**src/rtl/wsfd_pkg.sv**
```systemverilog
`timescale 1ns / 1ps
// Shared types and constants for the WebSocket frame decoder.
// Depends on nothing; every rtl module uses it by scoped names.
package wsfd_pkg;

    // Parser phases
    localparam logic [2:0] PH_FIRST   = 3'd0;
    localparam logic [2:0] PH_LEN     = 3'd1;
    localparam logic [2:0] PH_EXTLEN  = 3'd2;
    localparam logic [2:0] PH_KEY     = 3'd3;
    localparam logic [2:0] PH_PAYLOAD = 3'd4;

    // Result kinds
    localparam logic KIND_HEADER  = 1'b0;
    localparam logic KIND_PAYLOAD = 1'b1;

    // Short length codes and header byte counts
    localparam logic [6:0] LEN_EXT16 = 7'd126;
    localparam logic [6:0] LEN_EXT64 = 7'd127;
    localparam logic [3:0] CNT_EXT16 = 4'd2;
    localparam logic [3:0] CNT_EXT64 = 4'd8;
    localparam logic [3:0] CNT_KEY   = 4'd4;

    // Result queue between parser and output stage
    localparam int Q_DEPTH = 2;
    localparam int Q_AW    = 1;

    // One queued result request
    typedef struct packed {
        logic        kind;
        logic [3:0]  opcode;
        logic        masked;
        logic [63:0] length;
        logic [7:0]  data;
        logic        last;
        logic [31:0] key;
        logic [1:0]  key_sel;
    } t_entry;

endpackage

```
**src/rtl/wsfd_front.sv**
```systemverilog
`timescale 1ns / 1ps
// Header parser: tracks frame phase and turns each accepted byte into
// zero or one queued result request. Depends on wsfd_pkg.
module wsfd_front (
    input  logic                i_clk,
    input  logic                i_rst_n,
    input  logic                i_acc,
    input  logic [7:0]          i_byte,
    output logic                o_push,
    output wsfd_pkg::t_entry    o_entry
);

    logic [2:0]  r_phase, n_phase;
    logic [3:0]  r_count, n_count;
    logic [3:0]  r_opcode, n_opcode;
    logic        r_mask, n_mask;
    logic [63:0] r_length, n_length;
    logic [31:0] r_key, n_key;
    logic [63:0] r_remain, n_remain;
    logic [1:0]  r_offs, n_offs;

    logic        len_done;
    logic [63:0] ext_len;
    logic [31:0] ext_key;
    logic        fin;

    assign ext_len = {r_length[55:0], i_byte};
    assign ext_key = {r_key[23:0], i_byte};
    assign fin     = (r_remain == 64'd1);

    // Decode the next phase and the result request
    always_comb begin
        n_phase  = r_phase;
        n_count  = r_count;
        n_opcode = r_opcode;
        n_mask   = r_mask;
        n_length = r_length;
        n_key    = r_key;
        n_remain = r_remain;
        n_offs   = r_offs;
        len_done = 1'b0;
        o_push   = 1'b0;
        o_entry  = '0;
        if (i_acc) begin
            unique case (r_phase)
                wsfd_pkg::PH_LEN: begin
                    n_mask = i_byte[7];
                    if (i_byte[6:0] == wsfd_pkg::LEN_EXT16) begin
                        n_length = '0;
                        n_count  = wsfd_pkg::CNT_EXT16;
                        n_phase  = wsfd_pkg::PH_EXTLEN;
                    end else if (i_byte[6:0] == wsfd_pkg::LEN_EXT64) begin
                        n_length = '0;
                        n_count  = wsfd_pkg::CNT_EXT64;
                        n_phase  = wsfd_pkg::PH_EXTLEN;
                    end else begin
                        n_length = {57'd0, i_byte[6:0]};
                        len_done = 1'b1;
                    end
                end
                wsfd_pkg::PH_EXTLEN: begin
                    n_length = ext_len;
                    n_count  = r_count - 4'd1;
                    len_done = (r_count == 4'd1);
                end
                wsfd_pkg::PH_KEY: begin
                    n_key   = ext_key;
                    n_count = r_count - 4'd1;
                    if (r_count == 4'd1) begin
                        o_push   = 1'b1;
                        n_remain = r_length;
                        n_offs   = '0;
                        n_phase  = (r_length == 64'd0) ? wsfd_pkg::PH_FIRST
                                                       : wsfd_pkg::PH_PAYLOAD;
                    end
                end
                wsfd_pkg::PH_PAYLOAD: begin
                    o_push   = 1'b1;
                    n_remain = r_remain - 64'd1;
                    n_offs   = r_offs + 2'd1;
                    if (fin) begin
                        n_phase = wsfd_pkg::PH_FIRST;
                    end
                end
                default: begin
                    n_opcode = i_byte[3:0];
                    n_phase  = wsfd_pkg::PH_LEN;
                end
            endcase
        end

        // Length known: collect the key or finish the header
        if (len_done) begin
            if (n_mask) begin
                n_count = wsfd_pkg::CNT_KEY;
                n_key   = '0;
                n_phase = wsfd_pkg::PH_KEY;
            end else begin
                o_push   = 1'b1;
                n_remain = n_length;
                n_offs   = '0;
                n_phase  = (n_length == 64'd0) ? wsfd_pkg::PH_FIRST
                                               : wsfd_pkg::PH_PAYLOAD;
            end
        end

        // Build the request from the updated frame fields
        o_entry.opcode  = n_opcode;
        o_entry.masked  = n_mask;
        o_entry.length  = n_length;
        o_entry.key     = n_key;
        o_entry.key_sel = r_offs;
        if (r_phase == wsfd_pkg::PH_PAYLOAD) begin
            o_entry.kind = wsfd_pkg::KIND_PAYLOAD;
            o_entry.data = i_byte;
            o_entry.last = fin;
        end else begin
            o_entry.kind = wsfd_pkg::KIND_HEADER;
            o_entry.data = '0;
            o_entry.last = (n_length == 64'd0);
        end
    end

    // Hold frame state
    always_ff @(posedge i_clk) begin
        if (!i_rst_n) begin
            r_phase  <= wsfd_pkg::PH_FIRST;
            r_count  <= '0;
            r_opcode <= '0;
            r_mask   <= 1'b0;
            r_length <= '0;
            r_key    <= '0;
            r_remain <= '0;
            r_offs   <= '0;
        end else begin
            r_phase  <= n_phase;
            r_count  <= n_count;
            r_opcode <= n_opcode;
            r_mask   <= n_mask;
            r_length <= n_length;
            r_key    <= n_key;
            r_remain <= n_remain;
            r_offs   <= n_offs;
        end
    end

endmodule

```
**src/rtl/wsfd_queue.sv**
```systemverilog
`timescale 1ns / 1ps
// Two-entry request queue between the parser and the output stage.
// Depends on wsfd_pkg for the entry type and depth.
module wsfd_queue (
    input  logic                i_clk,
    input  logic                i_rst_n,
    input  logic                i_push,
    input  wsfd_pkg::t_entry    i_entry,
    input  logic                i_pop,
    output logic                o_valid,
    output logic                o_full,
    output wsfd_pkg::t_entry    o_entry
);

    wsfd_pkg::t_entry         r_mem [wsfd_pkg::Q_DEPTH];
    logic [wsfd_pkg::Q_AW-1:0] r_wp, r_rp;
    logic [wsfd_pkg::Q_AW:0]   r_cnt;

    assign o_valid = (r_cnt != '0);
    assign o_full  = (r_cnt == (wsfd_pkg::Q_AW+1)'(wsfd_pkg::Q_DEPTH));
    assign o_entry = r_mem[r_rp];

    // Store requests
    always_ff @(posedge i_clk) begin
        if (i_push) begin
            r_mem[r_wp] <= i_entry;
        end
    end

    // Advance pointers and fill count
    always_ff @(posedge i_clk) begin
        if (!i_rst_n) begin
            r_wp  <= '0;
            r_rp  <= '0;
            r_cnt <= '0;
        end else begin
            if (i_push) begin
                r_wp <= r_wp + 1'b1;
            end
            if (i_pop) begin
                r_rp <= r_rp + 1'b1;
            end
            if (i_push && !i_pop) begin
                r_cnt <= r_cnt + 1'b1;
            end else if (!i_push && i_pop) begin
                r_cnt <= r_cnt - 1'b1;
            end
        end
    end

endmodule

```
**src/rtl/wsfd_back.sv**
```systemverilog
`timescale 1ns / 1ps
// Output stage: unmasks payload bytes with the frame key and holds the
// result in a register until taken. Depends on wsfd_pkg.
module wsfd_back (
    input  logic                i_clk,
    input  logic                i_rst_n,
    input  logic                i_q_valid,
    input  wsfd_pkg::t_entry    i_entry,
    output logic                o_pop,
    input  logic                i_stall,
    output logic                o_valid,
    output logic                o_kind,
    output logic [3:0]          o_frame_opcode,
    output logic                o_is_masked,
    output logic [63:0]         o_frame_length,
    output logic [7:0]          o_out_byte,
    output logic                o_last
);

    logic        r_valid;
    logic [31:0] r_key;
    logic [7:0]  key_byte;
    logic [7:0]  n_byte;

    assign o_pop   = i_q_valid && (!r_valid || !i_stall);
    assign o_valid = r_valid;

    // Pick the key byte for this payload offset
    always_comb begin
        unique case (i_entry.key_sel)
            2'd0:    key_byte = r_key[31:24];
            2'd1:    key_byte = r_key[23:16];
            2'd2:    key_byte = r_key[15:8];
            default: key_byte = r_key[7:0];
        endcase
        n_byte = i_entry.data;
        if (i_entry.kind == wsfd_pkg::KIND_PAYLOAD && i_entry.masked) begin
            n_byte = i_entry.data ^ key_byte;
        end
    end

    // Hold output valid
    always_ff @(posedge i_clk) begin
        if (!i_rst_n) begin
            r_valid <= 1'b0;
        end else if (o_pop) begin
            r_valid <= 1'b1;
        end else if (!i_stall) begin
            r_valid <= 1'b0;
        end
    end

    // Load result fields; latch the key at each header
    always_ff @(posedge i_clk) begin
        if (o_pop) begin
            o_kind         <= i_entry.kind;
            o_frame_opcode <= i_entry.opcode;
            o_is_masked    <= i_entry.masked;
            o_frame_length <= i_entry.length;
            o_out_byte     <= n_byte;
            o_last         <= i_entry.last;
            if (i_entry.kind == wsfd_pkg::KIND_HEADER) begin
                r_key <= i_entry.key;
            end
        end
    end

endmodule

```
**src/rtl/websocket_frame_decoder_unit.sv**
```systemverilog
`timescale 1ns / 1ps
// WebSocket frame decoder top level: parser, request queue, output stage.
// Each result is written into the request queue and then registered in the output stage.
// Throughput: 1 byte per cycle while o_stall is low, set by the parser phase register.
// The 2-entry queue stalls input only when the output side is held.
// Reset: synchronous, active low; clears phase, queue and output valid.
module websocket_frame_decoder_unit (
    input  logic        i_clk,
    input  logic        i_rst_n,
    input  logic        i_valid,
    output logic        o_stall,
    input  logic [7:0]  i_in_byte,
    output logic        o_valid,
    input  logic        i_stall,
    output logic        o_kind,
    output logic [3:0]  o_frame_opcode,
    output logic        o_is_masked,
    output logic [63:0] o_frame_length,
    output logic [7:0]  o_out_byte,
    output logic        o_last
);

    logic             w_acc;
    logic             w_push;
    logic             w_pop;
    logic             w_full;
    logic             w_q_valid;
    wsfd_pkg::t_entry w_push_entry;
    wsfd_pkg::t_entry w_head_entry;

    assign o_stall = w_full;
    assign w_acc   = i_valid && !w_full;

    wsfd_front u_front (
        .i_clk   (i_clk),
        .i_rst_n (i_rst_n),
        .i_acc   (w_acc),
        .i_byte  (i_in_byte),
        .o_push  (w_push),
        .o_entry (w_push_entry)
    );

    wsfd_queue u_queue (
        .i_clk   (i_clk),
        .i_rst_n (i_rst_n),
        .i_push  (w_push),
        .i_entry (w_push_entry),
        .i_pop   (w_pop),
        .o_valid (w_q_valid),
        .o_full  (w_full),
        .o_entry (w_head_entry)
    );

    wsfd_back u_back (
        .i_clk          (i_clk),
        .i_rst_n        (i_rst_n),
        .i_q_valid      (w_q_valid),
        .i_entry        (w_head_entry),
        .o_pop          (w_pop),
        .i_stall        (i_stall),
        .o_valid        (o_valid),
        .o_kind         (o_kind),
        .o_frame_opcode (o_frame_opcode),
        .o_is_masked    (o_is_masked),
        .o_frame_length (o_frame_length),
        .o_out_byte     (o_out_byte),
        .o_last         (o_last)
    );

    // Queue never takes a request when full
    a_no_overflow: assert property (@(posedge i_clk) disable iff (!i_rst_n)
        !(w_push && w_full))
        else $error("request pushed into full queue");

    // Header results carry a zero byte
    a_header_byte: assert property (@(posedge i_clk) disable iff (!i_rst_n)
        (o_valid && o_kind == wsfd_pkg::KIND_HEADER) |-> (o_out_byte == 8'd0))
        else $error("header result with non-zero byte");

    // A header ends the frame exactly when the length is zero
    a_header_last: assert property (@(posedge i_clk) disable iff (!i_rst_n)
        (o_valid && o_kind == wsfd_pkg::KIND_HEADER) |->
            (o_last == (o_frame_length == 64'd0)))
        else $error("header last flag disagrees with length");

    // Payload bytes only belong to non-empty frames
    a_payload_len: assert property (@(posedge i_clk) disable iff (!i_rst_n)
        (o_valid && o_kind == wsfd_pkg::KIND_PAYLOAD) |->
            (o_frame_length != 64'd0))
        else $error("payload byte in zero-length frame");

endmodule
```
**config.mk**
```make
export PLATFORM = sky130hd
export DESIGN_NAME = websocket_frame_decoder_unit
export DESIGN_NICKNAME = d
export VERILOG_FILES = /design/src/rtl/wsfd_pkg.sv /design/src/rtl/wsfd_front.sv /design/src/rtl/wsfd_queue.sv /design/src/rtl/wsfd_back.sv /design/src/rtl/websocket_frame_decoder_unit.sv
export SDC_FILE = /design/constraint.sdc
export NUM_CORES = 1
export LEC_CHECK = 0
export BUFFER_PORTS_ARGS = -buffer_cell sky130_fd_sc_hd__buf_2
export CAP_MARGIN = 40
export CORE_MARGIN = 10
export CORE_UTILIZATION = 50
export DETAILED_ROUTE_END_ITERATION = 8
export GPL_ROUTABILITY_DRIVEN = 0
export PLACE_DENSITY = 0.67
export SLEW_MARGIN = 5
export SYNTH_ARGS = -nofsm -noshare
export SYNTH_HDL_FRONTEND = slang
export SYNTH_HIERARCHICAL = 1
export SYNTH_SLANG_ARGS = --single-unit
```
**constraint.sdc**
```tcl
create_clock -name i_clk -period 12.9 [get_ports i_clk]
set_clock_uncertainty 0.1 [all_clocks]
set_input_delay 1.29 -clock i_clk [delete_from_list [all_inputs] [get_ports i_clk]]
set_output_delay 1.29 -clock i_clk [all_outputs]
set_load 0.02 [all_outputs]
```
==> results of run 1 <==
## sequential cells by signal, indices dropped and copies added (netlist names), 2 cells and up, named ones only
| signal | cells |
|---|---|
| u_queue/r_mem | 226 |
| u_back/o_frame_length | 64 |
| u_front/r_length | 64 |
| u_front/r_remain | 64 |
| u_back/r_key | 32 |
| u_front/r_key | 32 |
| u_back/o_out_byte | 8 |
| u_back/o_frame_opcode | 4 |
| u_front/r_count | 4 |
| u_front/r_opcode | 4 |
| u_front/r_phase | 3 |
| u_front/r_offs | 2 |
| u_queue/r_cnt | 2 |
## worst max-delay path: stages (launching register included)
cell and delay, ns:
dfxtp_1 0.79, inv_1 0.54, nor4b_4 0.35, buf_4 0.48
o21ai_2 0.08, buf_4 0.24, nand2_1 0.17, and2_4 0.56
buf_4 0.38, buf_16 0.33
## worst max-delay path by stage
stage	slack, ns	startpoint	to
finish	8.38	u_front/r_phase[1]$_SDFFE_PN0P_	u_queue/r_mem[1][110]$_DFFE_PP_
global placement	7.04	i_valid	u_queue/r_mem[1][110]$_DFFE_PP_
detailed placement	7.92	i_valid	u_queue/r_mem[0][58]$_DFFE_PP_
global route	8.21	u_front/r_phase[1]$_SDFFE_PN0P_	u_queue/r_mem[1][31]$_DFFE_PP_
CTS	8.45	u_front/r_phase[1]$_SDFFE_PN0P_	u_queue/r_mem[0][89]$_DFFE_PP_
floorplan	3.41	i_stall	u_back/r_key[0]$_DFFE_PP_
## layout by cell type, fill, tap and decap left out, types with 11 or more instances in the layout
cell,count
o2bb2ai_1,13
mux2_4,70
nand2_1,84
or3_1,11
a31oi_1,35
a21oi_1,52
dfxtp_1,179
edfxtp_1,337
clkbuf_1,14
a22o_1,56
inv_1,12
buf_2,91
nor2_1,127
clkbuf_16,53
and2_1,86
buf_4,29
mux2_2,50
nor3_1,43
xor2_1,12
nor4_1,23
mux2i_1,59
nand4_1,11
nand3_1,32
or4_1,15
o21ai_0,74
a221oi_1,19
and3_1,13
## power breakdown
group          total, mW  switching [mW]  internal (mW)
combinational       1.71            1.07          0.632
clock               1.51           0.651          0.856
sequential          2.31           0.165           2.14
total               5.52            1.89           3.63
## kinds of logic after synthesis
kind of cell	after synthesis	synth area share
AO/OA/AOI/OAI	356	0.114
multiplexers	180	0.100
adder cells (fa/ha/maj)	5	0.00283
XOR/XNOR	19	0.00753
AND/OR/NAND/NOR	518	0.128
buffers and inverters	119	0.0261
flip-flops	517	0.621
## final cells by class
type                    count  area, sq um
multi-input cells        1078         7860
fillers                  3490        18500
clock buffers              72         1450
well taps                 585          732
inverters                  14         52.6
repair buffers            124          756
flip-flops and latches    517        13700
clock inverters            26          287
diodes                      1         2.50
## metal layers
layer  GRT usage  vias up  part of all wire
met5           0        -                 0
li1            -     6698                 -
met4      0.0680        0             0.030
met3      0.0430      142             0.088
met2       0.307      723              0.44
met1       0.277     7198              0.44
## cells in the mapped netlist, types with 32 or more instances
cell      count
mux2_2       50
clkbuf_1     72
a31oi_1      35
mux2_4       70
edfxtp_1    337
a21oi_1      52
nor2_1      129
mux2i_1      59
dfxtp_1     180
a22o_1       56
o21ai_0      74
nand2_1      85
nand3_1      32
and2_1       87
nor3_1       43
## through the flow
stage / setup slack, ns / utilization / total power, mW / hold WS, ns / area [sq um]
floorplan: 3.41 / - / 3.59 / 0.332 / 22100
global placement: 7.04 / 0.532 / 3.99 / 0.372 / 23000
detailed placement: 7.92 / 0.533 / 4.03 / 0.377 / 23100
CTS: 8.45 / 0.573 / 5.54 / 0.388 / 24900
global route: 8.21 / 0.573 / 5.77 / 0.409 / 24900
finish: 8.38 / 0.573 / 5.52 / 0.381 / 24900
==> results.cfg, run 1 <==
[worst_setup_path]
rr_worst_depth = 9
worstReg2RegStart = u_front/r_phase[1]$_SDFFE_PN0P_
worst-endpoint-arrival_ns = 4.69
start_kind = flip-flop
cp_max_fo = 63
timing.reg2reg.setup_slack_ns = 8.38
timing.critical_path.to_type = flip-flop
regToRegEndpoint = u_queue/r_mem[1][110]$_DFFE_PP_
critical_path_class = flip-flop to flip-flop
worst_ep_required_time_ns = 13.07

[hold_path]
worst_hold_path.endpoint = u_queue/r_mem[1][1]$_DFFE_PP_
worstHoldPathType = flip-flop to flip-flop
hold_path.startpoint = u_front/r_offs[1]$_SDFF_PN0_
worst_hold_path_stage_count = 0

[logic_synthesis]
synthArstFlopShare = 0
synth_flop_type = edfxtp_1
synth_nets = 1731
synth.lib_cells_used.distinct = 85
syn_area_per_cell_sq_um = 12.9
yosys_warnings = 6
synth_top_cells_by_area = edfxtp_1, dfxtp_1, mux2_4
synthesis.area_sq_um = 22100
sequential_cell_area_fraction_in_the_yosys_report = 0.621
instance_count_of_the_mapped_netlist = 1714
count_of_flip_flops_with_a_built_in_enable_after_synthesis = 337
synth_top_cell_by_area = edfxtp_1
synth.ff_latch_count = 517
post-synth-top-area-fraction = 0.458

[grt]
first_global_vias = 14300
antenna_violations_before_repair = 2
grt_util_all_layers = 0.200
pin_count_of_the_biggest_net_entering_global_routing = 79
grt_pass1_wl_microns = 84000
globalRouteOverflowTotal = 0

[timing]
rsz0062_at_grt = no
slew_headroom = 0.382
worst_slew_pin_slew_ns = 0.926
final-hold-violation-count = 0
setup_tns_after_final_layout_ns = 0
setup_viol = 0
fmax_mhz = 221
min_period_over_period = 0.350
maxSlewViolCount = 0
layout_min_cycle_time_ns = 4.52

[power_and_ir_drop]
power_density_nw_per_um2 = 222
vdd.ir_drop.worst_mv = 0.130
p_leak_nw = 9.08

[clock_tree]
htree_levels = 2
tritoncts = built
ctsResizeCount = 0
cts.root.buffer_cell = clkbuf_16
cts_sinks = 517
clk_path_buf_depth = 3
cts.reportedPaths.clkPinSlew_ns = 0.06
worst_skew_pair.late_latency_ns = 0.63
hold_buf_count_cts = 0
post-cts-setup-buffer-count = 0
cts_inserted_buffers = 52

[place]
dp_hpwl_microns = 35200
count_of_port_buffers_added_during_placement = 92
placed_cells = 2318

[cells_and_area]
layout-drive-gt1-share = 0.197
layout-area-overhead-vs-synth_pct = 12.5
post_layout_nonfiller_instances = 2417
nets = 1804

[die]
placeableCoreArea_sq_um = 43400
die_area_sq_um = 53000
row_count = 76
effective_utilization_at_floorplan = 0.510
die_width_microns = 230
ios = 93
die_height_microns = 230

[drt]
wl_per_cell_microns = 22.7
via_per_inst = 6.11
postRouteAntennaNets = 0
drt_first_iter_violations = 1631
route.detailed.drc = 0
vias_after_detailed_routing = 14800
wl_microns = 54900
detailedRoute.firstPassIterationCount = 6

[run]
max_cap_violations = 0

[status]
run_status = finished clean
(Power assumes the default switching activity.)
==> run 2, diff against run 1 <==
==> constraint.sdc (replaced) <==
create_clock -name i_clk -period 4.19 [get_ports i_clk]
set_clock_uncertainty 0.1 [all_clocks]
set_input_delay 0.419 -clock i_clk [delete_from_list [all_inputs] [get_ports i_clk]]
set_output_delay 0.419 -clock i_clk [all_outputs]
set_load 0.02 [all_outputs]
==> run 2 against run 1 <==
Register-to-register slack lost 7.7 ns. Via count grew 0.29%. First-iteration DRC count grew 17%. Total power grew to 3.1 times the previous value. Largest power group unchanged. Cell area grew 0.64%. Routed wire length grew 2.5%. Critical path depth grew 2. Global-route usage grew 0.63 points. Flip-flop and latch count is the same. Utilization grew 0.37 points. Non-clock buffer count grew 11. Critical endpoint is now u_queue/r_mem[0][34]$_DFFE_PP_. Clock power grew to 3.1 times the previous value.
==> results.cfg, run 2 (synthesis results as in run 1) <==
[cells_and_area]
layout-area-overhead-vs-synth_pct = 13.2
layout_commonest_cell = edfxtp_1
layout-drive-gt1-share = 0.208
leading_cell_types_in_the_layout_fill_and_taps_excluded = edfxtp_1, dfxtp_1, nor2_1, buf_2, and2_1
post_layout_nonfiller_instances = 2426
max_flop_register = u_queue/r_mem
nets = 1814
fillerInstances = 3483
largest_register_ffs = 226
finalCoreUtilization = 0.577

[worst_setup_path]
cp_max_fo = 22
worst_ep_required_time_ns = 4.51
timing.critical_path.to_type = flip-flop
worst_path_most_repeated_cell = buf_4
cp_slowest_stage_delay_ns = 0.57
cp-endpoint = u_queue/r_mem[0][34]$_DFFE_PP_
worst_path_dominant_cell_family = simple AND/OR/NAND/NOR gates
timing.reg2reg.setup_slack_ns = 0.68
timing.critical_path.buf_inv = 2
regToRegEndpoint = u_queue/r_mem[0][34]$_DFFE_PP_
worst-endpoint-arrival_ns = 3.83
start_kind = flip-flop
timing.critical_path.from = u_queue/r_cnt[0]$_SDFFE_PN0P_
cp.depth = 11
slowest_stage = or4_1
rr_worst_depth = 11
critical_path_class = flip-flop to flip-flop
timing.critical_path.cells = and2b_2 > nor2b_4 > nor2b_1 > buf_4 > o21ai_1 > buf_4 > o2bb2ai_1 > nor4_1 > nand4_1 > or4_1 > mux2i_1
worstReg2RegStart = u_queue/r_cnt[0]$_SDFFE_PN0P_

[clock_tree]
cts.root.buffer_cell = clkbuf_16
hold_buf_count_cts = 0
htree_levels = 2
ctsResizeCount = 0
worst_skew_pair.late_latency_ns = 0.61
cts.reportedPaths.clkPinSlew_ns = 0.06
post-cts-setup-buffer-count = 0
cts_sinks = 517
tritoncts = built
clk_path_buf_depth = 3
cts_inserted_buffers = 51

[run]
max_cap_violations = 0

[power_and_ir_drop]
vdd.ir_drop.worst_mv = 0.482
power_density_nw_per_um2 = 687
p_leak_nw = 9.15
post-layout-total-power_mw = 17.2

[drt]
via_per_inst = 6.10
detailedRoute.firstPassIterationCount = 7
wl_per_cell_microns = 23.2
drt_first_iter_violations = 1912
wl_microns = 56300
vias_after_detailed_routing = 14800
route.detailed.drc = 0
postRouteAntennaNets = 0

[timing]
setup_viol = 0
final-hold-violation-count = 0
worst_slew_pin_slew_ns = 0.983
min_period_over_period = 0.839
rsz0062_at_grt = no
setup_slack_ns = 0.676
fmax_mhz = 285
layout_min_cycle_time_ns = 3.51
slew_headroom = 0.342
setup_tns_after_final_layout_ns = 0
maxSlewViolCount = 0

[place]
placed_cells = 2329
dp_hpwl_microns = 36000
count_of_port_buffers_added_during_placement = 92
placement.setup.worst_slack_ns = 0.777

[grt]
grt_pass1_wl_microns = 86700
antenna_violations_before_repair = 1
globalRouteOverflowTotal = 0
grt_util_all_layers = 0.207
first_global_vias = 14500
pin_count_of_the_biggest_net_entering_global_routing = 115

[die]
placeableCoreArea_sq_um = 43400
row_count = 76
die_width_microns = 230
ios = 93
die_height_microns = 230
effective_utilization_at_floorplan = 0.510
die_area_sq_um = 53000

[hold_path]
worstHoldPathType = input port to flip-flop

[status]
run_status = finished clean
-- run 2: cell count changes in the layout (fill, tap and decap cells not counted), sizes merged --
| cell | before | now |
|---|---|---|
| bufinv | 3 | 4 |
| clkbuf | 72 | 71 |
| inv | 16 | 15 |
| clkinvlp | 0 | 4 |
| buf | 124 | 135 |
| clkinv | 21 | 16 |
-- run 2: layer usage --
| metal | track usage | part of all wire |
|---|---|---|
| met1 | 0.289 | 0.43 |
| met2 | 0.312 | 0.44 |
| met3 | 0.0419 | 0.091 |
| met4 | 0.0781 | 0.035 |
| met5 | 0 | 0 |
-- run 2: how the worst min path moves through the flow --
stage                                       from                            end  slack (ns)  cells past startpoint
finish                                   i_stall    u_back/o_valid$_SDFFE_PN0P_        0.04                      3
global route                             i_stall    u_back/o_valid$_SDFFE_PN0P_        0.07                      3
CTS                                      i_stall    u_back/o_valid$_SDFFE_PN0P_        0.01                      3
detailed placement  u_front/r_offs[1]$_SDFF_PN0_  u_queue/r_mem[0][1]$_DFFE_PP_        0.38                      0
global placement    u_front/r_offs[1]$_SDFF_PN0_  u_queue/r_mem[1][1]$_DFFE_PP_        0.37                      0
floorplan           u_front/r_offs[1]$_SDFF_PN0_  u_queue/r_mem[0][1]$_DFFE_PP_        0.33                      0
-- run 2: through the flow --
step                area [sq um]  hold slack (ns)
floorplan                  22200            0.332
global placement           23200            0.372
detailed placement         23300            0.382
CTS                        25000           0.0114
global route               25000           0.0672
finish                     25000           0.0432
-- run 2: worst register-to-register path: cells and delay by family (launching register included) --
family          cells  cell delay, ns
simple gates        6            1.62
buf+inv             2            0.57
compound gates      2            0.46
flops               1            0.39
mux                 1            0.21
-- run 2: layout make-up --
type,count,area (sq um),share of cell area
multi-input cells,1078,7890,0.315
flip-flops and latches,517,13700,0.549
diodes,1,2.50,0.000100
inverters,14,52.6,0.00210
clock inverters,25,275,0.0110
well taps,585,732,0.0292
clock buffers,71,1470,0.0588
repair buffers,135,876,0.0350
-- run 2: power by group --
group	leakage, nW	internal, mW	switching, mW
Clock	0.851	2.72	1.95
Sequential	4.65	6.60	0.450
Combinational	3.65	2.02	3.45
Total	9.15	11.3	5.85
